## src/rtl/lsrk_pkg.sv

```systemverilog
package lsrk_pkg;

    // Stack geometry
    localparam int STACK_DEPTH = 16;
    localparam int ID_BITS     = 16;
    localparam int CNT_W       = $clog2(STACK_DEPTH + 1);
    localparam int IDX_W       = $clog2(STACK_DEPTH);

    // Stream payload layout
    localparam int KEY_W     = 16;
    localparam int FUNC_W    = 2;
    localparam int OUT_ID_W  = 16;
    localparam int STS_W     = 3;
    localparam int S_TDATA_W = 16;
    localparam int M_TDATA_W = 24;
    localparam int M_PAD_W   = M_TDATA_W - OUT_ID_W - STS_W;

    // Width used when ids and keys are compared or narrowed to the output field
    localparam int EXT_W = (ID_BITS > KEY_W) ? ID_BITS : KEY_W;

    typedef logic [ID_BITS-1:0] id_t;

    typedef enum logic [FUNC_W-1:0] {
        FUNC_PUSH   = 2'd0,
        FUNC_SHOW   = 2'd1,
        FUNC_REMOVE = 2'd2,
        FUNC_NONE   = 2'd3
    } func_t;

    typedef enum logic [STS_W-1:0] {
        STS_OK        = 3'd0,
        STS_FULL      = 3'd1,
        STS_EMPTY     = 3'd2,
        STS_NOT_FOUND = 3'd3,
        STS_OVERFLOW  = 3'd4
    } status_t;

    typedef enum logic [2:0] {
        ST_IDLE,
        ST_PUSH,
        ST_SHOW,
        ST_RM_CMP,
        ST_RM_DEL
    } state_t;

    // Controller to datapath
    typedef struct packed {
        logic load;     // input transaction accepted
        logic push;     // execute push, emit one result
        logic show;     // emit one listing result
        logic compare;  // register per-cell key matches
        logic remove;   // delete topmost match, emit one result
    } cmd_t;

    // Datapath to controller
    typedef struct packed {
        func_t in_func;    // operation on the input channel
        logic  out_free;   // output register can take a result this cycle
        logic  show_done;  // current listing result is the final one
    } sts_t;

endpackage

```

## src/rtl/lsrk_ctrl.sv

```systemverilog
module lsrk_ctrl (
    input  logic            aclk,
    input  logic            aresetn,
    input  logic            s_tvalid,
    output logic            s_tready,
    input  lsrk_pkg::sts_t  sts,
    output lsrk_pkg::cmd_t  cmd
);
    import lsrk_pkg::*;

    state_t state_reg;
    state_t state_next;

    // State register
    always_ff @(posedge aclk) begin
        if (!aresetn) begin
            state_reg <= ST_IDLE;
        end else begin
            state_reg <= state_next;
        end
    end

    // Next state and commands
    always_comb begin
        state_next = state_reg;
        cmd        = '0;
        s_tready   = 1'b0;
        unique case (state_reg)
            ST_IDLE: begin
                s_tready = 1'b1;
                if (s_tvalid) begin
                    cmd.load = 1'b1;
                    unique case (sts.in_func)
                        FUNC_PUSH:   state_next = ST_PUSH;
                        FUNC_SHOW:   state_next = ST_SHOW;
                        FUNC_REMOVE: state_next = ST_RM_CMP;
                        FUNC_NONE:   state_next = ST_IDLE;
                        default:     state_next = ST_IDLE;
                    endcase
                end
            end
            ST_PUSH: begin
                if (sts.out_free) begin
                    cmd.push   = 1'b1;
                    state_next = ST_IDLE;
                end
            end
            ST_SHOW: begin
                if (sts.out_free) begin
                    cmd.show = 1'b1;
                    if (sts.show_done) begin
                        state_next = ST_IDLE;
                    end
                end
            end
            ST_RM_CMP: begin
                cmd.compare = 1'b1;
                state_next  = ST_RM_DEL;
            end
            ST_RM_DEL: begin
                if (sts.out_free) begin
                    cmd.remove = 1'b1;
                    state_next = ST_IDLE;
                end
            end
            default: begin
                state_next = ST_IDLE;
            end
        endcase
    end

endmodule

```

## src/rtl/lsrk_dp.sv

```systemverilog
module lsrk_dp (
    input  logic                             aclk,
    input  logic                             aresetn,
    input  logic [lsrk_pkg::S_TDATA_W-1:0]   s_tdata,
    input  logic [lsrk_pkg::FUNC_W-1:0]      s_tuser,
    output logic                             m_tvalid,
    input  logic                             m_tready,
    output logic [lsrk_pkg::M_TDATA_W-1:0]   m_tdata,
    output logic                             m_tlast,
    input  lsrk_pkg::cmd_t                   cmd,
    output lsrk_pkg::sts_t                   sts
);
    import lsrk_pkg::*;

    // Stack cells, slot 0 at the bottom
    id_t                   store_reg [STACK_DEPTH];
    logic [CNT_W-1:0]      count_reg;
    logic [IDX_W-1:0]      rd_addr_reg;
    logic [KEY_W-1:0]      key_reg;
    logic [STACK_DEPTH-1:0] match_reg;

    // Output register
    logic                  m_valid_reg;
    logic [OUT_ID_W-1:0]   m_id_reg;
    status_t               m_status_reg;
    logic                  m_last_reg;

    logic                  out_free;
    logic                  emit;
    id_t                   rd_data;
    logic [EXT_W-1:0]      rd_ext;
    logic [EXT_W-1:0]      key_ext;
    logic                  is_empty;
    logic                  is_full;
    logic                  top_at_max;
    id_t                   push_id;
    logic [EXT_W-1:0]      push_ext;
    logic [STACK_DEPTH-1:0] match_now;
    logic [STACK_DEPTH-1:0] shift_en;
    logic                  found;

    assign out_free   = !m_valid_reg || m_tready;
    assign emit       = cmd.push || cmd.show || cmd.remove;
    assign is_empty   = (count_reg == '0);
    assign is_full    = (count_reg == CNT_W'(STACK_DEPTH));
    assign rd_data    = store_reg[rd_addr_reg];
    assign rd_ext     = EXT_W'(rd_data);
    assign key_ext    = EXT_W'(key_reg);
    assign top_at_max = (rd_data == '1);
    assign push_id    = is_empty ? id_t'(1) : id_t'(rd_data + id_t'(1));
    assign push_ext   = EXT_W'(push_id);
    assign found      = |match_reg;

    // Per-cell key compare, only cells below the fill count take part
    always_comb begin
        for (int k = 0; k < STACK_DEPTH; k++) begin
            match_now[k] = (k < int'(count_reg)) && (EXT_W'(store_reg[k]) == key_ext);
        end
    end

    // A cell shifts down when no match lies above it, i.e. at or above the topmost match
    always_comb begin
        for (int j = 0; j < STACK_DEPTH; j++) begin
            shift_en[j] = ((match_reg >> (j + 1)) == '0);
        end
    end

    // Status back to the controller
    always_comb begin
        sts.in_func   = func_t'(s_tuser);
        sts.out_free  = out_free;
        sts.show_done = is_empty || (rd_addr_reg == '0);
    end

    // Control registers
    always_ff @(posedge aclk) begin
        if (!aresetn) begin
            count_reg   <= '0;
            m_valid_reg <= 1'b0;
        end else begin
            if (cmd.push && !is_full && !(!is_empty && top_at_max)) begin
                count_reg <= count_reg + CNT_W'(1);
            end else if (cmd.remove && found) begin
                count_reg <= count_reg - CNT_W'(1);
            end
            if (emit) begin
                m_valid_reg <= 1'b1;
            end else if (m_tready) begin
                m_valid_reg <= 1'b0;
            end
        end
    end

    // Operand latch, read pointer and match vector
    always_ff @(posedge aclk) begin
        if (cmd.load) begin
            key_reg     <= s_tdata[KEY_W-1:0];
            rd_addr_reg <= IDX_W'(count_reg - CNT_W'(1));
        end else if (cmd.show) begin
            rd_addr_reg <= rd_addr_reg - IDX_W'(1);
        end
        if (cmd.compare) begin
            match_reg <= match_now;
        end
    end

    // Stack cells: write on push, shift down on remove
    always_ff @(posedge aclk) begin
        for (int j = 0; j < STACK_DEPTH; j++) begin
            if (cmd.push && !is_full && !(!is_empty && top_at_max)
                    && (count_reg[IDX_W-1:0] == IDX_W'(j))) begin
                store_reg[j] <= push_id;
            end else if (cmd.remove && found && shift_en[j] && (j < STACK_DEPTH - 1)) begin
                store_reg[j] <= store_reg[(j + 1) % STACK_DEPTH];
            end
        end
    end

    // Result payload
    always_ff @(posedge aclk) begin
        if (cmd.push) begin
            m_last_reg <= 1'b1;
            if (is_full) begin
                m_id_reg     <= '0;
                m_status_reg <= STS_FULL;
            end else if (!is_empty && top_at_max) begin
                m_id_reg     <= '0;
                m_status_reg <= STS_OVERFLOW;
            end else begin
                m_id_reg     <= push_ext[OUT_ID_W-1:0];
                m_status_reg <= STS_OK;
            end
        end else if (cmd.show) begin
            if (is_empty) begin
                m_id_reg     <= '0;
                m_status_reg <= STS_EMPTY;
                m_last_reg   <= 1'b1;
            end else begin
                m_id_reg     <= rd_ext[OUT_ID_W-1:0];
                m_status_reg <= STS_OK;
                m_last_reg   <= (rd_addr_reg == '0);
            end
        end else if (cmd.remove) begin
            m_last_reg <= 1'b1;
            if (found) begin
                // the removed id equals the key
                m_id_reg     <= key_reg;
                m_status_reg <= STS_OK;
            end else begin
                m_id_reg     <= '0;
                m_status_reg <= STS_NOT_FOUND;
            end
        end
    end

    assign m_tvalid = m_valid_reg;
    assign m_tdata  = {M_PAD_W'(0), m_status_reg, m_id_reg};
    assign m_tlast  = m_last_reg;

    // Fill count stays within the stack
    a_count_range: assert property (@(posedge aclk) disable iff (!aresetn)
        count_reg <= CNT_W'(STACK_DEPTH))
        else $error("fill count beyond stack depth");

    // Results are only produced into a free output register
    a_emit_free: assert property (@(posedge aclk) disable iff (!aresetn)
        emit |-> out_free)
        else $error("result produced while output register busy");

    // A successful remove drops exactly one entry
    a_remove_count: assert property (@(posedge aclk) disable iff (!aresetn)
        (cmd.remove && found) |=> (count_reg == $past(count_reg) - CNT_W'(1)))
        else $error("remove did not shrink the stack by one");

    // The match vector never flags a cell above the fill count
    a_match_valid: assert property (@(posedge aclk) disable iff (!aresetn)
        cmd.compare |=> ((match_reg >> count_reg) == '0))
        else $error("match flagged outside stored entries");

endmodule

```

## src/rtl/lifo_stack_remove_by_key_unit.sv

```systemverilog
// LIFO stack of entry ids with remove by key. Each input transaction carries an
// operation in s_tuser (push, show, remove) and a key in s_tdata. Push returns
// the new id (top id plus one, or 1 on an empty stack) or a full/overflow status;
// remove deletes the topmost entry equal to the key and keeps the order of the
// rest (registered per-cell compare, then a parallel shift of the cells above the
// match); show emits one id per cycle from top to bottom while m_tready does not
// stall the output, read through the single read port of the cell array and the
// one-deep output register. An empty show gives one empty status result. m_tlast
// marks the final result of each operation; the unused operation code produces
// no result. Every result can be held in the output register by m_tready. A new
// transaction is taken once the previous one has handed its last result to the
// output register.
module lifo_stack_remove_by_key_unit (
    input  logic                             aclk,
    input  logic                             aresetn,
    input  logic                             s_tvalid,
    output logic                             s_tready,
    input  logic [lsrk_pkg::S_TDATA_W-1:0]   s_tdata,   // [15:0] key
    input  logic [lsrk_pkg::FUNC_W-1:0]      s_tuser,   // [1:0] func
    output logic                             m_tvalid,
    input  logic                             m_tready,
    output logic [lsrk_pkg::M_TDATA_W-1:0]   m_tdata,   // [15:0] entry_id, [18:16] status
    output logic                             m_tlast
);
    import lsrk_pkg::*;

    cmd_t cmd;
    sts_t sts;

    lsrk_ctrl u_ctrl (
        .aclk     (aclk),
        .aresetn  (aresetn),
        .s_tvalid (s_tvalid),
        .s_tready (s_tready),
        .sts      (sts),
        .cmd      (cmd)
    );

    lsrk_dp u_dp (
        .aclk     (aclk),
        .aresetn  (aresetn),
        .s_tdata  (s_tdata),
        .s_tuser  (s_tuser),
        .m_tvalid (m_tvalid),
        .m_tready (m_tready),
        .m_tdata  (m_tdata),
        .m_tlast  (m_tlast),
        .cmd      (cmd),
        .sts      (sts)
    );

endmodule
```

## config.mk

```make
export PLATFORM = sky130hd
export DESIGN_NAME = lifo_stack_remove_by_key_unit
export DESIGN_NICKNAME = d
export VERILOG_FILES = /design/src/rtl/lsrk_pkg.sv /design/src/rtl/lsrk_ctrl.sv /design/src/rtl/lsrk_dp.sv /design/src/rtl/lifo_stack_remove_by_key_unit.sv
export SDC_FILE = /design/constraint.sdc
export NUM_CORES = 1
export LEC_CHECK = 0
export BUFFER_PORTS_ARGS = -buffer_cell sky130_fd_sc_hd__buf_2
export CAP_MARGIN = 10
export CELL_PAD_IN_SITES_DETAIL_PLACEMENT = 0
export CELL_PAD_IN_SITES_GLOBAL_PLACEMENT = 2
export CORE_UTILIZATION = 25
export DETAILED_ROUTE_END_ITERATION = 10
export GPL_TIMING_DRIVEN = 0
export PLACE_DENSITY = 0.5
export SYNTH_ARGS = -nofsm -noshare
export SYNTH_HDL_FRONTEND = slang
export SYNTH_SLANG_ARGS = --single-unit
```

## constraint.sdc

```tcl
create_clock -name aclk -period 9.03 [get_ports aclk]
set_input_delay 0.903 -clock aclk [delete_from_list [all_inputs] [get_ports aclk]]
set_output_delay 0.903 -clock aclk [all_outputs]
set_load 0.05 [all_outputs]
```

* After elaboration in Yosys (flattened, before gate mapping)
Memories as Yosys holds them, arrays and structs flattened. A register that Yosys moved wholly into a read port is not among the register bits.
Cells that the tools add are included.
** Word-level totals
- Flip-flop bits (word level) :: 65
- RAM bits :: 256
- Input bits :: 22
- Output and inout port bits :: 27
- Logic and storage cells :: 311
- Memories kept :: 1
** Memory list
- u_dp.store_reg :: depth 16, width 16, read ports 17, clocked after memory_dff 1, wr ports 15, RTL line lsrk_dp.sv:16 : id_t store_reg [STACK_DEPTH];
** Operators by class
- Add/sub/neg operators :: 4
- Order comparisons :: 16
- Equal/unequal tests :: 44
- Muxes and demuxes :: 134
- Bitwise logic cells :: 15
- Reductions and logical operators :: 88
** Operators with widths (count)
- two-way mux 16 bit :: 24
- equality test 16 bit :: 16
- zero test 16 bit :: 15
- two-way mux 1 bit :: 91
- logical AND 1 bit :: 51
- less-than comparator 4 x 5 -> 1 bit, first input constant :: 8
- equality test 4 bit, second input constant :: 8
- OR reduction 16 bit :: 2
- two-way mux 3 bit :: 9
- one-hot mux 3 bit (4 select lines) :: 2
- less-than comparator 3 x 5 -> 1 bit, first input constant :: 4
- adder 16 x 1 -> 16 bit, second input constant :: 1
- equality test 16 bit, second input constant :: 1
- equality test 4 x 3 -> 1 bit, second input constant :: 4
- two-way mux 4 bit :: 4
- OR 1 bit :: 15
- less-than comparator 1 x 5 -> 1 bit, first input constant :: 2
- less-than comparator 2 x 5 -> 1 bit, first input constant :: 2
- two-way mux 5 bit :: 2
- equality test 4 x 2 -> 1 bit, second input constant :: 2
- zero test 4 bit :: 2
- nonzero test 2 bit :: 4
- equality test 3 x 2 -> 1 bit, second input constant :: 2
- adder 5 x 1 -> 5 bit, second input constant :: 1
- 19 further kinds :: 29

* Longest topological paths before layout
Gate-level depths: netlist of the first run.
- Depth in word-level cells :: 11
- Depth in mapped cells :: 14
- Mapped depth without buffers :: 11

* Cells and area by module
A second synthesis of the first run with hierarchy kept.
** Unflattened totals
- Cell total of the unflattened synthesis :: 1471
- Area total of the unflattened synthesis :: 19732.7 sq um
** Modules (own cells, without submodules)
- lsrk_dp :: times used 1, cells each 1448, area an instance 19507.5 sq um, sequential area each 9559.2 sq um
- lsrk_ctrl :: times used 1, cells each 23, area an instance 225.2 sq um, sequential area each 60.1 sq um

* Least setup slack after synthesis of the first run
No wires, ideal clock.
- Path kind :: reg2reg
- Start point :: register (tool-made name)
- End point :: memory u_dp.store_reg[0][0] (netlist name), enable pin
- Setup time :: 414 ps
- Arrival :: 3723 ps
- Data required time :: 8616 ps
- Slack :: 4892 ps
- Cell stages (with the launch flop) :: 15
- Path buffers :: 3
- Clock period less this slack :: 4138 ps
- Cell sequence :: dfxtp_1 > buf_6 > buf_6 > mux4_2 > a22oi_1 > nand2_1 > ha_1 > inv_1 > a21oi_2 > nand3_2 > nor4_4 > a21oi_1 > buf_2 > nand2_1 > o31ai_1
** RTL lines (RTL line)
- to (decl) :: lsrk_dp.sv:16

==> flow_metrics.tcl, run 1 <==
set metrics [dict create \
    drtIter0Drc 1785 \
    post_dp_cell_area_sq_um 20900 \
    synth_warnings 0 \
    power_mw 4.65 \
    finalSetupTns_ns 0 \
    cts_tree "built" \
    setup_violations 0 \
    period_share_pct 60.1 \
    synth_top_family_by_area "simple AND/OR/NAND/NOR gates" \
    die_h_um 278 \
    synth_cells 1719 \
    multi_input_area_sq_um 8740 \
    p_sw_mw 1.59 \
    antenna_found_initial 4 \
    boundaryPins 49 \
    crit_buf_inv 3 \
    worstSetupPathType "reg2reg" \
    ys_ff_latch 325 \
    layout.cells.non_filler 2832 \
    cap_viol_max_count 0 \
    nNetsFinal 1860 \
    firstDrtPassIters 6 \
    async_flop_share_pct 0 \
    clock.fmax_mhz 184 \
    worst_pin_slew_ns 1.39 \
    cts-root-buf "clkbuf_16" \
    synthMuxAreaShare_pct 9.13 \
    fp.coreArea_sq_um 74900 \
    skew_ns 0.0360 \
    cts_inserted_buffers 42 \
    crit_family "buffers and inverters" \
    grt_use_met1_pct 37.4 \
    synthAdderAreaFrac_pct 0.590 \
    die_area_sq_um 77400 \
    use_met2_pct 41.4 \
    place_hpwl_um 76200 \
    cts_hold_buf 0 \
    p_leak_nw 7.43 \
    drc 0 \
    fin_crit_ns 5.43 \
    slew_headroom_pct 7.11 \
    critPathLaunchType "register" \
    worstPathArrival_ns 5.63 \
    synth_top_flop_cell "edfxtp_1" \
    vdd_drop_max_mv 0.122 \
    met3_usage_pct 3.28 \
    initial_core_util_pct 25.5 \
    clkTransAtPathRegs_ns 0.06 \
    netlist_area_sq_um 19100 \
    grt_pass1_vias 14800 \
    postSynthAreaPerCell_sq_um 11.1 \
    synthDistinctLibCells 67 \
    final_common_cell "edfxtp_1" \
    dp.cells 2753 \
    rsz0062_at_grt "false" \
    cp_cell_sequence "buf_4 > buf_2 > mux4_2 > a22oi_1 > nand2_2 > nand4_2 > a21oi_1 > xor2_1 > nand2_1 > clkbuf_1 > o21ai_0" \
    largest_register_ffs 256 \
    seqCellArea_sq_um 9620 \
    synthSimpleGateAreaFrac_pct 12.9 \
    routedWlPerCell_um 36.5 \
    cp_data_required_time_ns 9.23 \
    slowest_stage "clkbuf_1" \
    yosysSeqAreaShare_pct 50.4 \
    clock_power_share_pct 37.0 \
    cts_resized 0 \
    io_buffer_count 43 \
    power.share.switching_pct 34.2 \
    die-width_um 278 \
    area_delta_synth_final_pct 16.5 \
    grt_first_pass_wirelength_um 138000 \
    fillers 7789 \
    synth_compound_area_share_pct 10.3 \
    cts_max_path_buffers 3 \
    internal-power_mw 3.06 \
    p_comb_share_pct 25.6 \
    powerDensity_nw_per_um2 209 \
    grt-busiest-layer "met2" \
    seqPwrFrac_pct 37.4 \
    critPathMaxStageDelay_ns 0.99 \
    post_cts_buffers 0 \
    hold_violations 0 \
    worst_hold_startpoint "u_dp.m_tlast$_SDFFE_PP1P_" \
    num_vias 15377 \
    wl_um 104000 \
    end_kind "register" \
    place_congestion 0.925 \
    cts.htree.levels 2 \
    insertion_delay_ns 0.59 \
    synthXorXnorAreaFrac_pct 12.7 \
    grt.total_usage_pct 26.5 \
    cts_sinks 325 \
    overflow 0 \
    status "completed" \
    path_max_fanout 10 \
    core.rowCount 100 \
    hp-class "reg2reg" \
    slew_viol_final 0 \
    holdWs_ns 0.488 \
    ant_nets 0 \
    synth_edf_count 311 \
    final_cell_mix "edfxtp_1 (311), nand2_1 (295), o21ai_0 (211)" \
    drive_above_1_share_pct 16.4 \
    design_area_sq_um 22200 \
    vias_per_cell 5.43 \
    grt_max_degree 26 \
]
power by group through the flow:
stage	clock [mW]	sequential, mW	combinational [mW]
6_report	1.72	1.74	1.19
5_1_grt	1.79	1.74	1.21
4_1_cts	1.74	1.74	1.16
3_5_place_dp	0	1.77	1.16
3_3_place_gp	0	1.77	1.14
2_1_floorplan	0	1.79	0.608
cells by family (layout without fill, tap and decap cells):
family / count (synthesis) / after routing
AO/OA/AOI/OAI: 335 / 335
flip-flops: 325 / 325
AND/OR/NAND/NOR: 520 / 520
other: 1 / 6
multiplexers: 90 / 90
adder cells (fa/ha/maj): 9 / 9
XOR/XNOR: 276 / 276
buffers and inverters: 163 / 302
worst paths after layout:
kind | endpoint | slack (ns) | cells past startpoint
setup / recovery | u_dp.m_id_reg[5]$_DFFE_PP_ | 3.60 | 11
hold / removal | u_dp.m_tlast$_SDFFE_PP1P_ | 0.49 | 2
setup reg to reg | u_dp.m_id_reg[5]$_DFFE_PP_ | 3.60 | 11
hold reg to reg | u_dp.m_tlast$_SDFFE_PP1P_ | 0.49 | 2
cell usage after synthesis, types with 8 or more instances:
| cell | n | area [sq um] |
|---|---|---|
| o21ai_0 | 213 | 1070 |
| nor3_1 | 22 | 110 |
| mux4_2 | 61 | 1370 |
| a21oi_1 | 22 | 110 |
| xnor2_1 | 113 | 990 |
| o31ai_1 | 13 | 97.6 |
| nor2b_1 | 9 | 56.3 |
| ha_1 | 9 | 113 |
| mux2_2 | 23 | 259 |
| dfxtp_1 | 14 | 280 |
| clkbuf_1 | 97 | 364 |
| nand2_1 | 295 | 1110 |
| inv_1 | 24 | 90.1 |
| buf_4 | 8 | 60.1 |
| edfxtp_1 | 311 | 9340 |
| nor2_1 | 41 | 154 |
| nand4_1 | 32 | 200 |
| nor4_1 | 42 | 263 |
| and2_1 | 10 | 62.6 |
| o21ai_2 | 10 | 87.6 |
| buf_2 | 24 | 120 |
| nand3_1 | 21 | 105 |
| a22oi_1 | 34 | 255 |
| a31o_2 | 8 | 70.1 |
| xor2_1 | 162 | 1420 |
tightest hold or removal path: cells and delay by family, from the launching register on:
kind	cells	cell delay, ns
flip-flops	1	0.31
AND/OR/NAND/NOR	1	0.09
AO/OA/AOI/OAI	1	0.04
cell type report:
cell class                      instances  area share (%)
Sequential cell                       325            43.3
Multi-Input combinational cell       1235            39.3
Tap cell                              969            5.45
Clock buffer                           53            5.05
Buffer                                138            3.06
Timing Repair Buffer                   62            2.40
Clock inverter                         24           0.996
Inverter                               25           0.422
Antenna cell                            1          0.0113
stage by stage:
step	utilization [%]	worst slack (ns)
CTS	29.6	3.78
floorplan	-	4.89
global placement	27.4	2.19
finish	29.7	3.60
detailed placement	27.8	3.81
global route	29.7	3.55
layer usage:
layer	vias up	wire (um)
li1	6490	-
met1	8086	46900
met2	653	46900
met3	148	5560
met4	0	4060
met5	-	0
Note: power is estimated with default switching activity, not from simulation.
==> inputs of run 2 (changes only) <==
--- a/config.mk
+++ b/config.mk
@@ -5,6 +5,7 @@
 export SDC_FILE = /design/constraint.sdc
 export NUM_CORES = 1
 export LEC_CHECK = 0
+export ABC_AREA = 1
 export BUFFER_PORTS_ARGS = -buffer_cell sky130_fd_sc_hd__buf_2
 export CAP_MARGIN = 10
 export CELL_PAD_IN_SITES_DETAIL_PLACEMENT = 0
@@ -12,7 +13,7 @@
 export CORE_UTILIZATION = 25
 export DETAILED_ROUTE_END_ITERATION = 10
 export GPL_TIMING_DRIVEN = 0
-export PLACE_DENSITY = 0.5
+export PLACE_DENSITY = 0.57
 export SYNTH_ARGS = -nofsm -noshare
 export SYNTH_HDL_FRONTEND = slang
 export SYNTH_SLANG_ARGS = --single-unit
==> constraint.sdc (replaced) <==
create_clock -name aclk -period 4.73 [get_ports aclk]
set_input_delay 0.473 -clock aclk [delete_from_list [all_inputs] [get_ports aclk]]
set_output_delay 0.473 -clock aclk [all_outputs]
set_load 0.05 [all_outputs]
==> run 2 against run 1 <==
Synthesized area up 4.8%. Routed wire length increased by 26%. Die area is 4.8% higher. Critical path type unchanged. Largest power group is now combinational cells.
==> flow_metrics.tcl, run 2 <==
set metrics [dict create \
    status "completed" \
    r2r_slack_ns 0.1 \
    crit_buf_inv 4 \
    synthTopCellsByArea "edfxtp_1 (47%), nand2_1 (12%), o21ai_0 (6.6%)" \
    die-width_um 285 \
    synth_cells 2409 \
    die_h_um 285 \
    cts_sinks 325 \
    slowest_stage "nor2_2" \
    worstPathArrival_ns 4.87 \
    firstDrtPassIters 6 \
    vdd_drop_max_mv 0.240 \
    nNetsFinal 2551 \
    ys_ff_latch 325 \
    async_flop_share_pct 0 \
    ant_nets 0 \
    netlist_area_sq_um 20000 \
    critPathMaxStageDelay_ns 0.63 \
    fp.coreArea_sq_um 79100 \
    synth_top_flop_cell "edfxtp_1" \
    synth_warnings 0 \
    hp-class "in2reg" \
    synth.top_cells.by_count "nand2_1 (627), edfxtp_1 (311), o21ai_0 (262)" \
    place_congestion 1.01 \
    cts_max_path_buffers 3 \
    post_cts_buffers 0 \
    synthDistinctLibCells 48 \
    reg2reg_to "u_dp.store_reg[4][1]$_DFFE_PP_" \
    powerDensity_nw_per_um2 481 \
    finalSetupTns_ns 0 \
    worst_path_most_repeated_cell "nand2_2" \
    vias_per_cell 5.60 \
    worst_pin_slew_ns 1.44 \
    cap_viol_max_count 0 \
    area_delta_synth_final_pct 16.4 \
    clkTransAtPathRegs_ns 0.06 \
    overflow 0 \
    end_kind "register" \
    grt.total_usage_pct 31.5 \
    num_vias 20204 \
    fin_util_pct 29.4 \
    yosysSeqAreaShare_pct 48.1 \
    wl_um 131000 \
    worstSetupPathDepth 16 \
    drive_above_1_share_pct 11.1 \
    core.rowCount 103 \
    rsz0062_at_grt "false" \
    die_area_sq_um 81200 \
    fin_crit_ns 4.63 \
    final_common_cell "nand2_1" \
    grt_first_pass_wirelength_um 172000 \
    antenna_found_initial 9 \
    io_buffer_count 43 \
    yosysMostFrequentCell "nand2_1" \
    place_hpwl_um 97700 \
    grt_max_degree 25 \
    routedWlPerCell_um 36.2 \
    setup_violations 0 \
    period_share_pct 97.9 \
    final_cell_mix "nand2_1 (622), edfxtp_1 (311), o21ai_0 (257)" \
    drtIter0Drc 2776 \
    cp_cell_sequence "buf_4 > buf_4 > buf_2 > a21oi_1 > o21ai_0 > nand3_1 > nand3_1 > nand2_2 > nand2_1 > nor2_1 > nand3_2 > nand2_2 > buf_6 > nor2_2 > nand2_1 > nand2_2" \
    largest_register_ffs 256 \
    initial_core_util_pct 25.3 \
    slew_viol_final 0 \
    synth_edf_count 311 \
    critPathLaunchType "register" \
    cts-root-buf "clkbuf_16" \
    skew_ns 0.0431 \
    path_max_fanout 16 \
    cp_data_required_time_ns 4.97 \
    synth_top_area_share_pct 46.7 \
    boundaryPins 49 \
    drc 0 \
    grt_pass1_vias 19127 \
    cts_inserted_buffers 42 \
    hold_violations 0 \
    insertion_delay_ns 0.62 \
    cts_tree "built" \
    fillers 8644 \
    cp-endpoint "u_dp.store_reg[4][1]$_DFFE_PP_" \
    postSynthAreaPerCell_sq_um 8.30 \
    worst_r2r_path_depth 16 \
    clock.fmax_mhz 216 \
    slew_headroom_pct 3.79 \
    worstSetupPathType "reg2reg" \
    p_leak_nw 8.78 \
    cts.htree.levels 2 \
    crit_family "simple AND/OR/NAND/NOR gates" \
    synth_area_leader_cell "edfxtp_1" \
]
run 2: cell families (layout without fill, tap and decap cells):
logic type      count (synthesis)  after routing  synth area share [%]
other cells                     1              7                0.0187
xor+xnor                      106            106                  4.68
fa+ha+maj                       9              9                 0.563
simple gates                 1021           1021                  21.6
buf+inv                       405            545                  9.02
flops                         325            325                  48.1
compound gates                542            542                  16.0
run 2: layout make-up:
class                      count  area, sq um  share of cell area, %
antenna                        2         5.00                 0.0215
buffer                       164          910                   3.91
clock buffer                  43         1050                   4.53
clock inverter                34          329                   1.41
inverter                     241          910                   3.91
multi-input combinational   1683         8640                   37.1
sequential                   325         9620                   41.3
tap                         1050         1310                   5.64
timing repair buffer          63          512                   2.20
run 2: how the worst min path moves through the flow:
stage	slack, ns	cells past startpoint	endpoint	start
after CTS	0.02	1	u_dp.key_ext[3]$_DFFE_PP_	s_tdata[3]
final	0.03	1	u_dp.key_ext[1]$_DFFE_PP_	s_tdata[1]
after detailed placement	0.47	1	u_dp.m_tlast$_SDFFE_PP1P_	u_dp.m_tlast$_SDFFE_PP1P_
after floorplan	0.48	2	u_ctrl.state_reg[0]$_SDFFE_PN0P_	u_ctrl.state_reg[0]$_SDFFE_PN0P_
after global routing	0.03	1	u_dp.key_ext[5]$_DFFE_PP_	s_tdata[5]
after global placement	0.46	1	u_dp.m_tlast$_SDFFE_PP1P_	u_dp.m_tlast$_SDFFE_PP1P_
run 2: metrics by stage:
step / hold WS (ns) / instances / total power [mW] / cell area (sq um) / worst slack [ns]
2_1_floorplan: 0.477 / 2413 / 5.61 / 20000 / 1.12
3_3_place_gp: 0.463 / 3506 / 7.71 / 21500 / -1.39
3_5_place_dp: 0.468 / 3524 / 7.79 / 21800 / -0.585
4_1_cts: 0.0157 / 3601 / 11.1 / 23200 / 0.0601
5_1_grt: 0.0280 / 3603 / 11.4 / 23300 / 0.0158
6_report: 0.0347 / 3605 / 11.2 / 23300 / 0.0984
run 2: routing by layer:
| metal | wire length, um | up-vias | track usage (%) |
|---|---|---|---|
| met4 | 8450 | 0 | 18.6 |
| met3 | 9970 | 313 | 5.31 |
| li1 | - | 8516 | - |
| met2 | 56400 | 1198 | 47.5 |
| met5 | 0 | - | 0 |
| met1 | 55900 | 10177 | 42.4 |
run 2: power breakdown:
group	total, mW	internal (mW)	switching, mW
clock	3.32	1.91	1.42
sequential	3.53	3.47	0.0587
combinational	4.36	0.973	3.39
run 2: worst register-to-register path, cell delays in order (launching register included):
cell and delay (ns):
dfxtp_1 0.40, buf_4 0.22, buf_4 0.29, buf_2 0.47, a21oi_1 0.10, o21ai_0 0.18, nand3_1 0.22, nand3_1 0.18
nand2_2 0.18, nand2_1 0.16, nor2_1 0.07, nand3_2 0.17, nand2_2 0.09, buf_6 0.16, nor2_2 0.63, nand2_1 0.32
nand2_2 0.42
run 2: timing repair:
item / 4_1_cts / 5_1_grt
hold buffers: 0 / 0
gates resized for setup: 4 / 6
endpoints found under the setup margin: 145 / 174
endpoints found under the hold margin: 0 / 0
==> inputs of run 3 (changes only) <==
--- a/config.mk
+++ b/config.mk
@@ -8,12 +8,10 @@
 export ABC_AREA = 1
 export BUFFER_PORTS_ARGS = -buffer_cell sky130_fd_sc_hd__buf_2
 export CAP_MARGIN = 10
-export CELL_PAD_IN_SITES_DETAIL_PLACEMENT = 0
-export CELL_PAD_IN_SITES_GLOBAL_PLACEMENT = 2
 export CORE_UTILIZATION = 25
 export DETAILED_ROUTE_END_ITERATION = 10
 export GPL_TIMING_DRIVEN = 0
-export PLACE_DENSITY = 0.57
+export PLACE_DENSITY = 0.39
 export SYNTH_ARGS = -nofsm -noshare
 export SYNTH_HDL_FRONTEND = slang
 export SYNTH_SLANG_ARGS = --single-unit
==> run 3 against run 2 <==
The run now ends with capacitance limit, setup timing left. Maximum frequency is 2.9% lower. Die area stayed put. Clock skew is 0.011 ns lower. Critical path depth shrank 2. Global-route usage down 0.64 points. Clock power decreased by 1%. Final cell count is 0.11% higher. Critical path type unchanged. Largest cell class unchanged. Largest power group unchanged.
==> flow_metrics.tcl, run 3 (synthesis gave the netlist of run 2 again) <==
set metrics [dict create \
    worstSetupPathType "reg2reg" \
    cts_tree "built" \
    wl_um 128000 \
    reg2reg_to "u_dp.store_reg[1][7]$_DFFE_PP_" \
    r2r_slack_ns -0.04 \
    vias_per_cell 5.61 \
    grt_pass1_vias 19245 \
    drc 0 \
    clock.fmax_mhz 210 \
    core.rowCount 103 \
    grt_max_degree 25 \
    ant_nets 0 \
    cap_viol_max_count 1 \
    skew_ns 0.0320 \
    cts_hold_buf 0 \
    fin_crit_ns 4.77 \
    slowest_stage "clkbuf_1" \
    end_kind "register" \
    die_h_um 285 \
    overflow 0 \
    initial_core_util_pct 25.3 \
    hold_violations 0 \
    clkTransAtPathRegs_ns 0.06 \
    boundaryPins 49 \
    area_delta_synth_final_pct 16.7 \
    critPathMaxStageDelay_ns 0.97 \
    design_area_sq_um 23400 \
    fin_util_pct 29.5 \
    nNetsFinal 2554 \
    worstPathArrival_ns 5.01 \
    insertion_delay_ns 0.61 \
    slew_viol_final 0 \
    rsz0062_at_grt "false" \
    final_common_cell "nand2_1" \
    holdWs_ns 0.0406 \
    die-width_um 285 \
    grt.total_usage_pct 30.9 \
    crit_buf_inv 4 \
    worst_r2r_path_depth 14 \
    antenna_found_initial 6 \
    place_hpwl_um 94900 \
    period_share_pct 101 \
    largest_register_ffs 256 \
    setup_violations 1 \
    fp.coreArea_sq_um 79100 \
    place_congestion 1.05 \
    post_dp_cell_area_sq_um 21900 \
    firstDrtPassIters 6 \
    cts_max_path_buffers 3 \
    layout_setup_ws_ns -0.0381 \
    cts-root-buf "clkbuf_16" \
    crit_family "simple AND/OR/NAND/NOR gates" \
    worst_path_most_repeated_cell "nand2_1" \
    hold_end "u_dp.key_ext[7]$_DFFE_PP_" \
    cp_cell_sequence "buf_6 > inv_4 > buf_4 > o21ai_0 > nand3_1 > nand3_1 > nand2_1 > nand2_1 > nor2_1 > nand2_1 > nand2_1 > nand3_1 > clkbuf_1 > o21ai_0" \
    critPathLaunchType "register" \
    path_max_fanout 12 \
    violations "capacitance limit, setup timing" \
    power_mw 11.2 \
    num_vias 20253 \
    grt_first_pass_wirelength_um 170000 \
    cts_sinks 325 \
    drive_above_1_share_pct 10.8 \
    worst_hold_startpoint "s_tdata[7]" \
    final_cell_mix "nand2_1 (624), edfxtp_1 (311), o21ai_0 (257)" \
    cts.htree.levels 2 \
    p_leak_nw 8.79 \
    powerDensity_nw_per_um2 482 \
    drtIter0Drc 2754 \
    vdd_drop_max_mv 0.244 \
    io_buffer_count 43 \
    min_path_cells 1 \
    slew_headroom_pct 0.351 \
    cts_inserted_buffers 42 \
    hp-class "in2reg" \
    worst_pin_slew_ns 1.49 \
    die_area_sq_um 81200 \
    status "finished with violations" \
    cp_data_required_time_ns 4.97 \
    routedWlPerCell_um 35.4 \
]
## run 3: cell types whose count changed in the layout (fill, tap and decap cells not counted), sizes merged
cell | before | now
buf | 150 | 153
diode | 2 | 4
clkbuf | 120 | 126
clkinv | 33 | 26
bufinv | 5 | 4
inv | 234 | 235
## run 3: timing repair
item                                    in CTS  in global routing
endpoints found under the setup margin      73                120
setup buffers                                0                  0
cloned                                       0                  0
gates resized for setup                      5                  6
## run 3: stage by stage
step	worst slack [ns]	cells	TNS (ns)
floorplan	1.12	2413	0
global route	0.110	3606	0
global placement	-1.03	3506	-77.74
detailed placement	-0.201	3526	-8.60
finish	-0.0381	3609	-0.0381
CTS	0.0128	3602	0
## run 3: per-layer routing
metal	share of wire [%]	track usage [%]	routed length [um]	vias to the layer above
met3	8.5	6.01	10900	334
met5	0.021	0	27	-
met1	42	40.8	53200	10096
met4	6.1	16.9	7860	4
li1	-	-	-	8535
met2	44	47.4	56000	1284
## run 3: worst max path at each step
stage	startpoint	end	slack, ns	cells past startpoint
global placement	register	u_dp.store_reg[3][10]$_DFFE_PP_	-1.03	16
global route	register	u_dp.store_reg[1][7]$_DFFE_PP_	0.11	12
finish	register	u_dp.store_reg[1][7]$_DFFE_PP_	-0.04	14
CTS	register	u_dp.store_reg[1][6]$_DFFE_PP_	0.01	12
floorplan	register	u_dp.store_reg[9][0]$_DFFE_PP_	1.12	20
detailed placement	register	u_dp.store_reg[2][13]$_DFFE_PP_	-0.20	16
## run 3: layout make-up
| cell class | instances | area (sq um) |
|---|---|---|
| inverter | 241 | 910 |
| tap | 1050 | 1310 |
| multi-input combinational | 1683 | 8640 |
| timing repair buffer | 66 | 584 |
| clock inverter | 27 | 272 |
| antenna | 4 | 10.0 |
| sequential | 325 | 9620 |
| buffer | 164 | 903 |
| clock buffer | 49 | 1100 |
| fill | 8578 | 55800 |
## run 3: power by group
group	internal, mW	switching (mW)
registers	3.47	0.0566
logic	0.992	3.45
clock network	1.89	1.39
total	6.36	4.89
